### config.mk
export PLATFORM = sky130hd
export DESIGN_NAME = rtp_h264_packet_classifier_flat
export DESIGN_NICKNAME = d
export VERILOG_FILES = /design/src/rtl/core/rtpcls_pkg.sv /design/src/rtl/core/rtpcls_req_if.sv /design/src/rtl/core/rtpcls_rsp_if.sv /design/src/rtl/core/rtpcls_csr_if.sv /design/src/rtl/core/rtp_h264_packet_classifier.sv /design/src/flat_wrapper.sv
export SDC_FILE = /design/constraint.sdc
export NUM_CORES = 1
export LEC_CHECK = 0
export ABC_AREA = 1
export BUFFER_PORTS_ARGS = -buffer_cell sky130_fd_sc_hd__buf_2
export CAP_MARGIN = 10
export CORE_MARGIN = 2
export CORE_UTILIZATION = 43
export CTS_BUF_LIST = sky130_fd_sc_hd__clkbuf_16
export DETAILED_ROUTE_END_ITERATION = 10
export GPL_ROUTABILITY_DRIVEN = 0
export SYNTH_ARGS = -nofsm -noshare
export SYNTH_HDL_FRONTEND = slang
export SYNTH_SLANG_ARGS = --single-unit
### constraint.sdc
create_clock -name clock -period 4.2 [get_ports clock]
set_input_delay 0.63 -clock clock [delete_from_list [all_inputs] [get_ports clock]]
set_output_delay 0.63 -clock clock [all_outputs]
set_load 0.01 [all_outputs]
### src/rtl/core/rtpcls_pkg.sv
`default_nettype none

package rtpcls_pkg;

   // stream channel widths
   localparam int DATA_WIDTH       = 8;
   localparam int POS_WIDTH        = 7;
   localparam int OFS_WIDTH        = 8;
   localparam int VERDICT_WIDTH    = 4;
   localparam int KIND_WIDTH       = 3;
   localparam int NAL_WIDTH        = 5;
   localparam int PORT_WIDTH       = 16;
   localparam int HDR_BYTES_WIDTH  = 6;
   localparam int IP_ADDR_WIDTH    = 32;

   // configuration channel
   localparam int CSR_INDEX_WIDTH  = 4;
   localparam int CSR_DATA_WIDTH   = 32;

   localparam logic [CSR_INDEX_WIDTH-1:0] CSR_TARGET_DEST_IP   = 4'd0;
   localparam logic [CSR_INDEX_WIDTH-1:0] CSR_TARGET_DEST_PORT = 4'd1;

   localparam logic [IP_ADDR_WIDTH-1:0] TARGET_DEST_IP_RESET   = 32'h0A00_0002;
   localparam logic [PORT_WIDTH-1:0]    TARGET_DEST_PORT_RESET = 16'd5004;

   // frame layout
   localparam logic [POS_WIDTH-1:0] POS_MAX          = 7'd127;
   localparam logic [OFS_WIDTH-1:0] ETH_LEN          = 8'd14;
   localparam logic [OFS_WIDTH-1:0] IP_MIN_LEN       = 8'd20;
   localparam logic [OFS_WIDTH-1:0] UDP_LEN          = 8'd8;
   localparam logic [OFS_WIDTH-1:0] RTP_LEN          = 8'd12;
   localparam logic [OFS_WIDTH-1:0] OFS_ETHERTYPE_HI = 8'd12;
   localparam logic [OFS_WIDTH-1:0] OFS_ETHERTYPE_LO = 8'd13;
   localparam logic [OFS_WIDTH-1:0] OFS_IHL          = 8'd14;
   localparam logic [OFS_WIDTH-1:0] OFS_PROTOCOL     = 8'd23;
   localparam logic [OFS_WIDTH-1:0] OFS_DEST_FIRST   = 8'd30;
   localparam logic [OFS_WIDTH-1:0] OFS_DEST_LAST    = 8'd33;

   localparam logic [15:0] ETHERTYPE_IPV4 = 16'h0800;
   localparam logic [7:0]  PROTO_UDP      = 8'd17;
   localparam logic [1:0]  RTP_VERSION    = 2'd2;

   // verdict codes
   localparam logic [VERDICT_WIDTH-1:0] VERDICT_SHORT_ETH     = 4'd0;
   localparam logic [VERDICT_WIDTH-1:0] VERDICT_NOT_IPV4      = 4'd1;
   localparam logic [VERDICT_WIDTH-1:0] VERDICT_SHORT_IP      = 4'd2;
   localparam logic [VERDICT_WIDTH-1:0] VERDICT_WRONG_IP      = 4'd3;
   localparam logic [VERDICT_WIDTH-1:0] VERDICT_BAD_IHL       = 4'd4;
   localparam logic [VERDICT_WIDTH-1:0] VERDICT_SHORT_OPTIONS = 4'd5;
   localparam logic [VERDICT_WIDTH-1:0] VERDICT_NOT_UDP       = 4'd6;
   localparam logic [VERDICT_WIDTH-1:0] VERDICT_SHORT_UDP     = 4'd7;
   localparam logic [VERDICT_WIDTH-1:0] VERDICT_WRONG_PORT    = 4'd8;
   localparam logic [VERDICT_WIDTH-1:0] VERDICT_SHORT_RTP     = 4'd9;
   localparam logic [VERDICT_WIDTH-1:0] VERDICT_NOT_V2        = 4'd10;
   localparam logic [VERDICT_WIDTH-1:0] VERDICT_SHORT_PAYLOAD = 4'd11;
   localparam logic [VERDICT_WIDTH-1:0] VERDICT_CLASSIFIED    = 4'd12;

   // frame kinds
   localparam logic [KIND_WIDTH-1:0] KIND_OTHER      = 3'd0;
   localparam logic [KIND_WIDTH-1:0] KIND_IDR        = 3'd1;
   localparam logic [KIND_WIDTH-1:0] KIND_NON_IDR    = 3'd2;
   localparam logic [KIND_WIDTH-1:0] KIND_SPS        = 3'd3;
   localparam logic [KIND_WIDTH-1:0] KIND_PPS        = 3'd4;
   localparam logic [KIND_WIDTH-1:0] KIND_FU_IDR     = 3'd5;
   localparam logic [KIND_WIDTH-1:0] KIND_FU_NON_IDR = 3'd6;

   // nal unit types
   localparam logic [NAL_WIDTH-1:0] NAL_NON_IDR = 5'd1;
   localparam logic [NAL_WIDTH-1:0] NAL_IDR     = 5'd5;
   localparam logic [NAL_WIDTH-1:0] NAL_SPS     = 5'd7;
   localparam logic [NAL_WIDTH-1:0] NAL_PPS     = 5'd8;
   localparam logic [NAL_WIDTH-1:0] NAL_FU_A    = 5'd28;

endpackage

`default_nettype wire

### src/rtl/core/rtpcls_req_if.sv
`default_nettype none

interface rtpcls_req_if
   import rtpcls_pkg::*;
();
   logic                  valid;
   logic                  ready;
   logic [DATA_WIDTH-1:0] data_byte;
   logic                  last_byte;

   modport source (output valid, output data_byte, output last_byte, input ready);
   modport sink   (input valid, input data_byte, input last_byte, output ready);
endinterface

`default_nettype wire

### src/rtl/core/rtpcls_rsp_if.sv
`default_nettype none

interface rtpcls_rsp_if
   import rtpcls_pkg::*;
();
   logic                       valid;
   logic                       ready;
   logic [VERDICT_WIDTH-1:0]   verdict;
   logic [KIND_WIDTH-1:0]      frame_kind;
   logic [NAL_WIDTH-1:0]       nal_type;
   logic                       fu_start;
   logic                       fu_end;
   logic [NAL_WIDTH-1:0]       fu_original_type;
   logic [PORT_WIDTH-1:0]      source_port;
   logic [HDR_BYTES_WIDTH-1:0] ip_header_bytes;

   modport source (
      output valid, output verdict, output frame_kind, output nal_type,
      output fu_start, output fu_end, output fu_original_type,
      output source_port, output ip_header_bytes, input ready
   );
   modport sink (
      input valid, input verdict, input frame_kind, input nal_type,
      input fu_start, input fu_end, input fu_original_type,
      input source_port, input ip_header_bytes, output ready
   );
endinterface

`default_nettype wire

### src/rtl/core/rtpcls_csr_if.sv
`default_nettype none

interface rtpcls_csr_if
   import rtpcls_pkg::*;
();
   logic                       valid;
   logic                       ready;
   logic [CSR_INDEX_WIDTH-1:0] index;
   logic [CSR_DATA_WIDTH-1:0]  data;

   modport source (output valid, output index, output data, input ready);
   modport sink   (input valid, input index, input data, output ready);
endinterface

`default_nettype wire

### src/rtl/core/rtp_h264_packet_classifier.sv
// Classifies Ethernet/IPv4/UDP/RTP frames carrying H.264. Frame bytes enter on req_chan one
// byte per cycle, starting at the destination MAC, with last_byte on the final byte. The
// block takes a byte in every cycle in which rsp_chan is not stalled with a pending result;
// one result word appears on rsp_chan in the cycle after the last byte is accepted and sits
// in the output register until taken; the next frame's bytes wait meanwhile. The verdict
// checks EtherType, destination IP, IHL, protocol, destination port and RTP version in that
// order, with length checks in between; frame_kind and the FU-A fields are meaningful only
// for a classified frame. Offsets past 127 bytes are not tracked. csr_chan is always ready;
// write target_dest_ip at index 0 and target_dest_port at index 1 while no frame is open.
`default_nettype none

module rtp_h264_packet_classifier
   import rtpcls_pkg::*;
(
   input  wire logic   clock,
   input  wire logic   reset,
   rtpcls_req_if.sink  req_chan,
   rtpcls_rsp_if.source rsp_chan,
   rtpcls_csr_if.sink  csr_chan
);

   // configuration
   logic [IP_ADDR_WIDTH-1:0] target_ip_ff;
   logic [PORT_WIDTH-1:0]    target_port_ff;

   // frame capture state
   logic [POS_WIDTH-1:0]  pos_ff,         pos_in;
   logic [15:0]           ether_type_ff,  ether_type_in;
   logic [3:0]            header_words_ff, header_words_in;
   logic [7:0]            ip_protocol_ff, ip_protocol_in;
   logic [31:0]           dest_address_ff, dest_address_in;
   logic [15:0]           src_port_ff,    src_port_in;
   logic [15:0]           dst_port_ff,    dst_port_in;
   logic [7:0]            rtp_first_ff,   rtp_first_in;
   logic [15:0]           payload_head_ff, payload_head_in;

   // result register
   logic                       rsp_valid_ff,  rsp_valid_in;
   logic [VERDICT_WIDTH-1:0]   verdict_ff,    verdict_in;
   logic [KIND_WIDTH-1:0]      kind_ff,       kind_in;
   logic [NAL_WIDTH-1:0]       nal_ff,        nal_in;
   logic                       fu_start_ff,   fu_start_in;
   logic                       fu_end_ff,     fu_end_in;
   logic [NAL_WIDTH-1:0]       fu_orig_ff,    fu_orig_in;
   logic [PORT_WIDTH-1:0]      src_out_ff,    src_out_in;
   logic [HDR_BYTES_WIDTH-1:0] hdr_bytes_ff,  hdr_bytes_in;

   logic                  accept;
   logic                  load_result;
   logic [OFS_WIDTH-1:0]  pos8;
   logic [OFS_WIDTH-1:0]  base;
   logic [OFS_WIDTH-1:0]  frame_len;
   logic [OFS_WIDTH-1:0]  hl;
   logic [DATA_WIDTH-1:0] b;
   logic [NAL_WIDTH-1:0]  first_nal;

   assign req_chan.ready = !rsp_valid_ff || rsp_chan.ready;
   assign accept         = req_chan.valid && req_chan.ready;
   assign load_result    = accept && req_chan.last_byte;
   assign csr_chan.ready = 1'b1;

   assign b    = req_chan.data_byte;
   assign pos8 = {1'b0, pos_ff};
   // udp offset follows the ihl held before this byte
   assign base = ETH_LEN + {2'b00, header_words_ff, 2'b00};

   // field capture
   always_comb begin
      ether_type_in   = ether_type_ff;
      header_words_in = header_words_ff;
      ip_protocol_in  = ip_protocol_ff;
      dest_address_in = dest_address_ff;
      src_port_in     = src_port_ff;
      dst_port_in     = dst_port_ff;
      rtp_first_in    = rtp_first_ff;
      payload_head_in = payload_head_ff;
      if (pos8 == OFS_ETHERTYPE_HI) ether_type_in[15:8] = b;
      if (pos8 == OFS_ETHERTYPE_LO) ether_type_in[7:0]  = b;
      if (pos8 == OFS_IHL)          header_words_in     = b[3:0];
      if (pos8 == OFS_PROTOCOL)     ip_protocol_in      = b;
      if (pos8 >= OFS_DEST_FIRST && pos8 <= OFS_DEST_LAST) begin
         dest_address_in = {dest_address_ff[23:0], b};
      end
      if (pos8 == base)                  src_port_in[15:8] = b;
      if (pos8 == base + 8'd1)           src_port_in[7:0]  = b;
      if (pos8 == base + 8'd2)           dst_port_in[15:8] = b;
      if (pos8 == base + 8'd3)           dst_port_in[7:0]  = b;
      if (pos8 == base + UDP_LEN)        rtp_first_in      = b;
      if (pos8 == base + UDP_LEN + RTP_LEN) begin
         payload_head_in[15:8] = b;
      end
      if (pos8 == base + UDP_LEN + RTP_LEN + 8'd1) begin
         payload_head_in[7:0] = b;
      end
   end

   assign pos_in    = (pos_ff < POS_MAX) ? pos_ff + 7'd1 : pos_ff;
   assign frame_len = pos8 + 8'd1;
   assign hl        = {2'b00, header_words_in, 2'b00};
   assign first_nal = payload_head_in[12:8];

   // verdict and nal classification on the updated captures
   always_comb begin
      if (frame_len < ETH_LEN) begin
         verdict_in = VERDICT_SHORT_ETH;
      end else if (ether_type_in != ETHERTYPE_IPV4) begin
         verdict_in = VERDICT_NOT_IPV4;
      end else if (frame_len < ETH_LEN + IP_MIN_LEN) begin
         verdict_in = VERDICT_SHORT_IP;
      end else if (dest_address_in != target_ip_ff) begin
         verdict_in = VERDICT_WRONG_IP;
      end else if (hl < IP_MIN_LEN) begin
         verdict_in = VERDICT_BAD_IHL;
      end else if (frame_len < ETH_LEN + hl) begin
         verdict_in = VERDICT_SHORT_OPTIONS;
      end else if (ip_protocol_in != PROTO_UDP) begin
         verdict_in = VERDICT_NOT_UDP;
      end else if (frame_len < ETH_LEN + hl + UDP_LEN) begin
         verdict_in = VERDICT_SHORT_UDP;
      end else if (dst_port_in != target_port_ff) begin
         verdict_in = VERDICT_WRONG_PORT;
      end else if (frame_len < ETH_LEN + hl + UDP_LEN + RTP_LEN) begin
         verdict_in = VERDICT_SHORT_RTP;
      end else if (rtp_first_in[7:6] != RTP_VERSION) begin
         verdict_in = VERDICT_NOT_V2;
      end else if (frame_len < ETH_LEN + hl + UDP_LEN + RTP_LEN + 8'd2) begin
         verdict_in = VERDICT_SHORT_PAYLOAD;
      end else begin
         verdict_in = VERDICT_CLASSIFIED;
      end

      kind_in     = KIND_OTHER;
      nal_in      = '0;
      fu_start_in = 1'b0;
      fu_end_in   = 1'b0;
      fu_orig_in  = '0;
      if (verdict_in == VERDICT_CLASSIFIED) begin
         nal_in = first_nal;
         unique case (first_nal)
            NAL_IDR:     kind_in = KIND_IDR;
            NAL_NON_IDR: kind_in = KIND_NON_IDR;
            NAL_SPS:     kind_in = KIND_SPS;
            NAL_PPS:     kind_in = KIND_PPS;
            NAL_FU_A: begin
               fu_orig_in  = payload_head_in[4:0];
               fu_start_in = payload_head_in[7];
               fu_end_in   = payload_head_in[6];
               kind_in     = (payload_head_in[4:0] == NAL_IDR) ? KIND_FU_IDR
                                                                : KIND_FU_NON_IDR;
            end
            default:     kind_in = KIND_OTHER;
         endcase
      end

      src_out_in   = (verdict_in >= VERDICT_WRONG_PORT) ? src_port_in : '0;
      hdr_bytes_in = (verdict_in >= VERDICT_BAD_IHL) ? {header_words_in, 2'b00} : '0;
   end

   always_comb begin
      if (load_result) begin
         rsp_valid_in = 1'b1;
      end else if (rsp_chan.ready) begin
         rsp_valid_in = 1'b0;
      end else begin
         rsp_valid_in = rsp_valid_ff;
      end
   end

   always_ff @(posedge clock) begin
      if (reset) begin
         target_ip_ff   <= TARGET_DEST_IP_RESET;
         target_port_ff <= TARGET_DEST_PORT_RESET;
      end else if (csr_chan.valid) begin
         unique case (csr_chan.index)
            CSR_TARGET_DEST_IP:   target_ip_ff   <= csr_chan.data;
            CSR_TARGET_DEST_PORT: target_port_ff <= csr_chan.data[PORT_WIDTH-1:0];
            default: ;
         endcase
      end
   end

   always_ff @(posedge clock) begin
      if (reset || load_result) begin
         // captures start over after each frame
         pos_ff          <= '0;
         ether_type_ff   <= '0;
         header_words_ff <= '0;
         ip_protocol_ff  <= '0;
         dest_address_ff <= '0;
         src_port_ff     <= '0;
         dst_port_ff     <= '0;
         rtp_first_ff    <= '0;
         payload_head_ff <= '0;
      end else if (accept) begin
         pos_ff          <= pos_in;
         ether_type_ff   <= ether_type_in;
         header_words_ff <= header_words_in;
         ip_protocol_ff  <= ip_protocol_in;
         dest_address_ff <= dest_address_in;
         src_port_ff     <= src_port_in;
         dst_port_ff     <= dst_port_in;
         rtp_first_ff    <= rtp_first_in;
         payload_head_ff <= payload_head_in;
      end
   end

   always_ff @(posedge clock) begin
      if (reset) begin
         rsp_valid_ff <= 1'b0;
      end else begin
         rsp_valid_ff <= rsp_valid_in;
      end
   end

   always_ff @(posedge clock) begin
      if (load_result) begin
         verdict_ff   <= verdict_in;
         kind_ff      <= kind_in;
         nal_ff       <= nal_in;
         fu_start_ff  <= fu_start_in;
         fu_end_ff    <= fu_end_in;
         fu_orig_ff   <= fu_orig_in;
         src_out_ff   <= src_out_in;
         hdr_bytes_ff <= hdr_bytes_in;
      end
   end

   assign rsp_chan.valid            = rsp_valid_ff;
   assign rsp_chan.verdict          = verdict_ff;
   assign rsp_chan.frame_kind       = kind_ff;
   assign rsp_chan.nal_type         = nal_ff;
   assign rsp_chan.fu_start         = fu_start_ff;
   assign rsp_chan.fu_end           = fu_end_ff;
   assign rsp_chan.fu_original_type = fu_orig_ff;
   assign rsp_chan.source_port      = src_out_ff;
   assign rsp_chan.ip_header_bytes  = hdr_bytes_ff;

endmodule

`default_nettype wire

### src/flat_wrapper.sv
// flat-port wrapper written by rule: the top's interface ports become plain ports
module rtp_h264_packet_classifier_flat import rtpcls_pkg::*;
  (clock, reset, req_chan_valid, req_chan_data_byte, req_chan_last_byte, req_chan_ready, rsp_chan_valid, rsp_chan_verdict, rsp_chan_frame_kind, rsp_chan_nal_type, rsp_chan_fu_start, rsp_chan_fu_end, rsp_chan_fu_original_type, rsp_chan_source_port, rsp_chan_ip_header_bytes, rsp_chan_ready, csr_chan_valid, csr_chan_index, csr_chan_data, csr_chan_ready);
  rtpcls_req_if req_chan_i ();
  rtpcls_rsp_if rsp_chan_i ();
  rtpcls_csr_if csr_chan_i ();
  input  wire logic clock;
  input  wire logic reset;
  input wire logic [$bits(req_chan_i.valid)-1:0] req_chan_valid;
  input wire logic [$bits(req_chan_i.data_byte)-1:0] req_chan_data_byte;
  input wire logic [$bits(req_chan_i.last_byte)-1:0] req_chan_last_byte;
  output wire logic [$bits(req_chan_i.ready)-1:0] req_chan_ready;
  output wire logic [$bits(rsp_chan_i.valid)-1:0] rsp_chan_valid;
  output wire logic [$bits(rsp_chan_i.verdict)-1:0] rsp_chan_verdict;
  output wire logic [$bits(rsp_chan_i.frame_kind)-1:0] rsp_chan_frame_kind;
  output wire logic [$bits(rsp_chan_i.nal_type)-1:0] rsp_chan_nal_type;
  output wire logic [$bits(rsp_chan_i.fu_start)-1:0] rsp_chan_fu_start;
  output wire logic [$bits(rsp_chan_i.fu_end)-1:0] rsp_chan_fu_end;
  output wire logic [$bits(rsp_chan_i.fu_original_type)-1:0] rsp_chan_fu_original_type;
  output wire logic [$bits(rsp_chan_i.source_port)-1:0] rsp_chan_source_port;
  output wire logic [$bits(rsp_chan_i.ip_header_bytes)-1:0] rsp_chan_ip_header_bytes;
  input wire logic [$bits(rsp_chan_i.ready)-1:0] rsp_chan_ready;
  input wire logic [$bits(csr_chan_i.valid)-1:0] csr_chan_valid;
  input wire logic [$bits(csr_chan_i.index)-1:0] csr_chan_index;
  input wire logic [$bits(csr_chan_i.data)-1:0] csr_chan_data;
  output wire logic [$bits(csr_chan_i.ready)-1:0] csr_chan_ready;
  assign req_chan_i.valid = req_chan_valid;
  assign req_chan_i.data_byte = req_chan_data_byte;
  assign req_chan_i.last_byte = req_chan_last_byte;
  assign req_chan_ready = req_chan_i.ready;
  assign rsp_chan_valid = rsp_chan_i.valid;
  assign rsp_chan_verdict = rsp_chan_i.verdict;
  assign rsp_chan_frame_kind = rsp_chan_i.frame_kind;
  assign rsp_chan_nal_type = rsp_chan_i.nal_type;
  assign rsp_chan_fu_start = rsp_chan_i.fu_start;
  assign rsp_chan_fu_end = rsp_chan_i.fu_end;
  assign rsp_chan_fu_original_type = rsp_chan_i.fu_original_type;
  assign rsp_chan_source_port = rsp_chan_i.source_port;
  assign rsp_chan_ip_header_bytes = rsp_chan_i.ip_header_bytes;
  assign rsp_chan_i.ready = rsp_chan_ready;
  assign csr_chan_i.valid = csr_chan_valid;
  assign csr_chan_i.index = csr_chan_index;
  assign csr_chan_i.data = csr_chan_data;
  assign csr_chan_ready = csr_chan_i.ready;
  rtp_h264_packet_classifier u_core (.clock(clock), .reset(reset), .req_chan(req_chan_i), .rsp_chan(rsp_chan_i), .csr_chan(csr_chan_i));
endmodule
Word level (Yosys, flattened, before mapping)
Cells that the tools add are included.

Flip-flop bits (word level): 210. Output and inout bits: 44. Word-level logic and storage cells: 114.

Add/sub/neg operators: 13. Order comparisons: 12. Eq/ne operators: 24. Muxes and demuxes: 28. Reductions and logical operators: 14.

Operator list (count): $mux W8 (9); $eq A7 B8 Y1 (7); $mux W4 (12); $add A8 B4 Y8 const B (4); $lt A8 B8 Y1 (4); $mux W32 (1); $ne A32 B32 Y1 (1); $add A8 B2 Y8 const B (3); $eq A7 B4 Y1 const B (3); $add A8 B1 Y8 const B (2); $ne A16 B12 Y1 const B (1); $ne A16 B16 Y1 (1); $eq A5 B3 Y1 const B (3); $pmux W3 S5 (1); $add A4 B6 Y7 const A (2); $reduce_and A2 Y1 (6); $add A7 B1 Y8 const B (1); $lt A8 B4 Y1 const B (1); $lt A8 B6 Y1 const B (1); $ne A8 B5 Y1 const B (1); $add A7 B1 Y7 const B (1); $eq A7 B5 Y1 const B (1); $ge A7 B5 Y1 const B (1); $le A7 B6 Y1 const B (1); other kinds (19) (23).

Depth between registers and ports, before layout
Depth after elaboration: 21. Depth in mapped cells: 35.

Least setup slack after synthesis
No wires, ideal clock.

Kind: flip-flop to flip-flop. Start point: register u_core.pos_ff[0]. End point: register u_core.verdict_ff[0], in the netlist u_core.rsp_chan.verdict[0], data pin. Arrival: 4.065 ns. Data required time: 4.054 ns. Path slack: -0.011 ns. Cell stages (with the launch flop): 30. Path through: dfxtp_1 > inv_1 > ha_1 > inv_1 > nor2_1 > nand2_1 > inv_1 > o21ai_2 > inv_1 > or2_2 > nand2_1 > inv_1 > ha_1 > xnor2_1 > nand3_1 > xnor2_1 > ha_1 > nand2_1 > inv_1 > a221oi_1 > inv_1 > nand2_1 > nand3_1 > nand2_1 > nand2_1 > nand2_1 > nand2_1 > nand2_1 > nand2_1 > a21oi_1.

Elaborated cells on any way between the ends: 47.

RTL lines: start, declared (RTL line rtp_h264_packet_classifier.sv:27) `logic [POS_WIDTH-1:0] pos_ff, pos_in;`; start signal, assigned (RTL line rtp_h264_packet_classifier.sv:195) `pos_ff <= pos_in;`; $add A7 B1 Y8 * (RTL line rtp_h264_packet_classifier.sv:98) `assign frame_len = pos8 + 8'd1;`; net u_core.frame_len[0] (RTL line rtp_h264_packet_classifier.sv:52) `logic [OFS_WIDTH-1:0] frame_len;`; $lt A8 B8 Y1 (RTL line rtp_h264_packet_classifier.sv:126) `end else if (frame_len < ETH_LEN + hl + UDP_LEN + RTP_LEN + 8'd2) begin`; $mux W3 (RTL line rtp_h264_packet_classifier.sv:126); $mux W4 (RTL line rtp_h264_packet_classifier.sv:124) `end else if (rtp_first_in[7:6] != RTP_VERSION) begin`; $mux W4 (RTL line rtp_h264_packet_classifier.sv:122) `end else if (frame_len < ETH_LEN + hl + UDP_LEN + RTP_LEN) begin`; $mux W4 (RTL line rtp_h264_packet_classifier.sv:120) `end else if (dst_port_in != target_port_ff) begin`; $mux W4 (RTL line rtp_h264_packet_classifier.sv:118) `end else if (frame_len < ETH_LEN + hl + UDP_LEN) begin`; $mux W4 (RTL line rtp_h264_packet_classifier.sv:116) `end else if (ip_protocol_in != PROTO_UDP) begin`; $mux W4 (RTL line rtp_h264_packet_classifier.sv:114) `end else if (frame_len < ETH_LEN + hl) begin`; $mux W4 (RTL line rtp_h264_packet_classifier.sv:112) `end else if (hl < IP_MIN_LEN) begin`; $mux W4 (RTL line rtp_h264_packet_classifier.sv:110) `end else if (dest_address_in != target_ip_ff) begin`; $mux W4 (RTL line rtp_h264_packet_classifier.sv:108) `end else if (frame_len < ETH_LEN + IP_MIN_LEN) begin`; $mux W4 (RTL line rtp_h264_packet_classifier.sv:106) `end else if (ether_type_in != ETHERTYPE_IPV4) begin`; $mux W4 * (RTL line rtp_h264_packet_classifier.sv:104) `if (frame_len < ETH_LEN) begin`; net u_core.verdict_in[0] (RTL line rtp_h264_packet_classifier.sv:39) `logic [VERDICT_WIDTH-1:0] verdict_ff, verdict_in;`; end signal, assigned (RTL line rtp_h264_packet_classifier.sv:217) `verdict_ff <= verdict_in;`; end, declared (RTL line rtp_h264_packet_classifier.sv:39).

The timed path passes the listed nets; every way through them passes the cells marked *. A chain may end at the register's enable or synchronous reset.

Worst setup path after layout
Ends and elaborated chain as after synthesis.

==> run summary <==
Synth cell types - 49
H-Tree Depth - 1
Critical Path Source - u_core.pos_ff[0]
Relative slew margins - 0.558
Worst slack, placed - -0.143 ns
Final Cycle Share - 0.934
Post-synth top area share - 0.292
Initial antenna violation count - 0
F_max - 255 MHz
Global-route wire length before repair - 47400 um
Die ar. - 27100 um2
Mapped cell area - 11100 um2
Top sig layer - met4
Crit. path cell count - 33
Hold Path Depth - 3
Max Cap Violations - 0
Final antenna-violating net count - 0
Final TNS setup - 0 ns
Cells on worst reg2reg path - 33
Post-synthesis sequential area ratio - 0.398
Commonest cells after routing, fill and taps aside - inv_1, nand2_1, nor2_1
Largest family of logic cells by synthesized area - simple AND/OR/NAND/NOR gates
Layout Utilization - 0.514
Synth Area in Compound Gates - 0.184
CP bufs+invs - 5
Most common cell after layout, fill and taps aside - inv_1
Nets@finish - 1767
Mean Syn Cell Area - 7.01 um2
CTS clk-pin slew, worst paths - 0.06 ns
Detailed-route via count - 10169
Worst Path Required - 4.58 ns
Die X - 165 um
RSZ-0062 raised after global routing - yes
Top post-synthesis cells by area - dfxtp_1, edfxtp_1, nand2_1, inv_1, o21ai_0
Layout area overhead - 17.0%
Worst min path class - input pin to register
R2r startpoint - u_core.pos_ff[0]
Drt first pass iters - 5
Setup Skew - 0.0144 ns
Crit Path Max Fanout - 6
Flops & latches, synth - 201
Initial DRC count - 586
ANT cells - 0
PD cells - 381 nW/um2
Worst-margin pin slew - 0.661 ns
Crit path time final - 3.92 ns
Slowest Stage Delay on Critical Path - 0.32 ns
Final HPWL DP - 21000 um
Port bufs - 90
Worst setup SP type - register
Max-slew violations - 0
Top Ports - 94
Synth Area in Adders - 0.0383
Critical path class - register to register
CP endpoint kind - register
Syn. warnings - 0
Met2 wire length - 13200 um
WL met3 - 1750 um
Clk_lat worst skew - 0.52 ns
Min setup slack post-route - 0.279 ns
Layout cells sized above 1 - 0.148
VDD IR max - 0.252 mV
Clk root buf - clkbuf_16
WL final - 29400 um
CTS tree - yes
Cell Area, Placed - 12100 um2
Initial core utilization - 0.440
CTS sink count - 201
Die extent in y - 165 um
Fin area - 13000 um2
Final setup vio count - 0
Largest delay share family, worst path - simple AND/OR/NAND/NOR gates
Worst R2R Setup Slack - 0.28 ns
Status - finished clean
Row cnt - 58
Drt via density - 5.01
Area of the core - 25300 um2
P_leak - 6.60 nW
Largest net degree at the start of global routing - 108
Area leader, netlist - dfxtp_1
Mapped Cells - 1583
Post-route insts no fill - 2030
Slowest CP cell - dfxtp_2
Post-Synth XOR/XNOR Area - 0.0275
Fraction of synthesized area in multiplexers - 0.00361
Vias in the first global route - 9300
DP Cell Count - 1981
WHS - 0.346 ns
Worst setup path endpoint - u_core.rsp_chan.verdict[0]
Post-Synth Simple-Gate Area - 0.222
Clock tree buffer depth - 3
Total GRT Usage - 0.219
Final number of hold-violating endpoints - 0
Met1 Wirelength - 13800 um
CP arrival - 4.30 ns
Avg WL per Cell - 14.5 um
Congestion Overflow GR - 0
Design Power - 4.95 mW
Post-route DRC violation count - 0
CTS buffer count - 23
Cell repeated most along the worst path - nand2_1
R2R Path End - u_core.rsp_chan.verdict[0]
==> cell usage after synthesis, drive strengths merged <==
cell / number
a211oi: 1
a21o: 3
a21oi: 117
a221oi: 2
a311oi: 1
a31oi: 2
and2: 1
buf: 29
clkbuf: 48
clkinv: 1
conb: 2
dfxtp: 162
edfxtp: 39
ha: 34
inv: 277
mux2i: 4
nand2: 274
nand3: 51
nand3b: 1
nand4: 36
nor2: 206
nor3: 6
nor4: 5
o211ai: 46
o21a: 2
o21ai: 188
o21bai: 2
o31ai: 1
o41ai: 2
or2: 6
xnor2: 5
xor2: 29
==> tightest hold or removal path: stages <==
cell,delay (ns)
buf_2,0.07
a21oi_1,0.05
o21ai_0,0.06
==> worst min-delay path by stage <==
stage | startpoint | end | slack [ns]
finish | csr_chan_data[25] | u_core.target_ip_ff[25] | 0.35
global route | csr_chan_data[22] | u_core.target_ip_ff[22] | 0.35
CTS | csr_chan_data[25] | u_core.target_ip_ff[25] | 0.33
detailed placement | u_core.target_ip_ff[4] | u_core.target_ip_ff[4] | 0.46
global placement | u_core.target_ip_ff[4] | u_core.target_ip_ff[4] | 0.46
floorplan | u_core.target_ip_ff[17] | u_core.target_ip_ff[17] | 0.44
==> timing repair <==
item / 4_1_cts / 5_1_grt
setup endpoints to repair: 6 / 34
gates resized for setup: 5 / 31
pin swaps: 3 / 23
buffers inserted: 1 / 6
hold buffers: 0 / 0
==> logic make-up (layout without fill, tap and decap cells) <==
kind of cell	after synthesis	count (layout)
xor gates and xnor gates	34	34
other	2	3
AOI/OAI and AO/OA	367	367
buffers and inverters	355	471
adders and majority gates	34	34
DFF	201	201
and+or+nand+nor	586	586
muxes	4	4
==> sequential cells by signal, indices dropped and copies added, names as in the netlist <==
signal and cells:
u_core.target_port_ff 16, u_core.dest_address_ff 32, u_core.pos_ff 7, u_core.rtp_first_ff 2
u_core.ether_type_ff 16, u_core.rsp_chan.frame_kind 3, u_core.rsp_chan.source_port 16, u_core.rsp_chan.fu_original_type 5
u_core.rsp_chan.ip_header_bytes 4, u_core.rsp_chan.nal_type 5, u_core.rsp_chan.valid 1, u_core.rsp_chan.fu_start 1
u_core.rsp_chan.fu_end 1, u_core.target_ip_ff 32, u_core.dst_port_ff 16, u_core.header_words_ff 4
u_core.payload_head_ff 12, u_core.src_port_ff 16, u_core.rsp_chan.verdict 4, u_core.ip_protocol_ff 8
==> layer usage <==
layer,vias to the layer above,track usage
met5,-,0
met4,0,0.0538
met3,36,0.0324
met2,276,0.359
met1,4560,0.303
li1,5297,-
==> power by group <==
part           leakage [nW]  switching (mW)  internal, mW  total [mW]
Clock                 0.387           0.806          1.16        1.96
Sequential             1.70          0.0427          2.06        2.10
Combinational          4.52           0.560         0.321       0.881
Total                  6.60            1.41          3.54        4.95
==> cell type report <==
type	count	area, um2
clock buffer	24	601
clock inverter	18	140
fill	2525	12300
inverter	278	1050
multi-input combinational	1028	5410
sequential	201	4420
tap	330	413
timing repair buffer	151	958
Power figures use the tool's default switching activity.
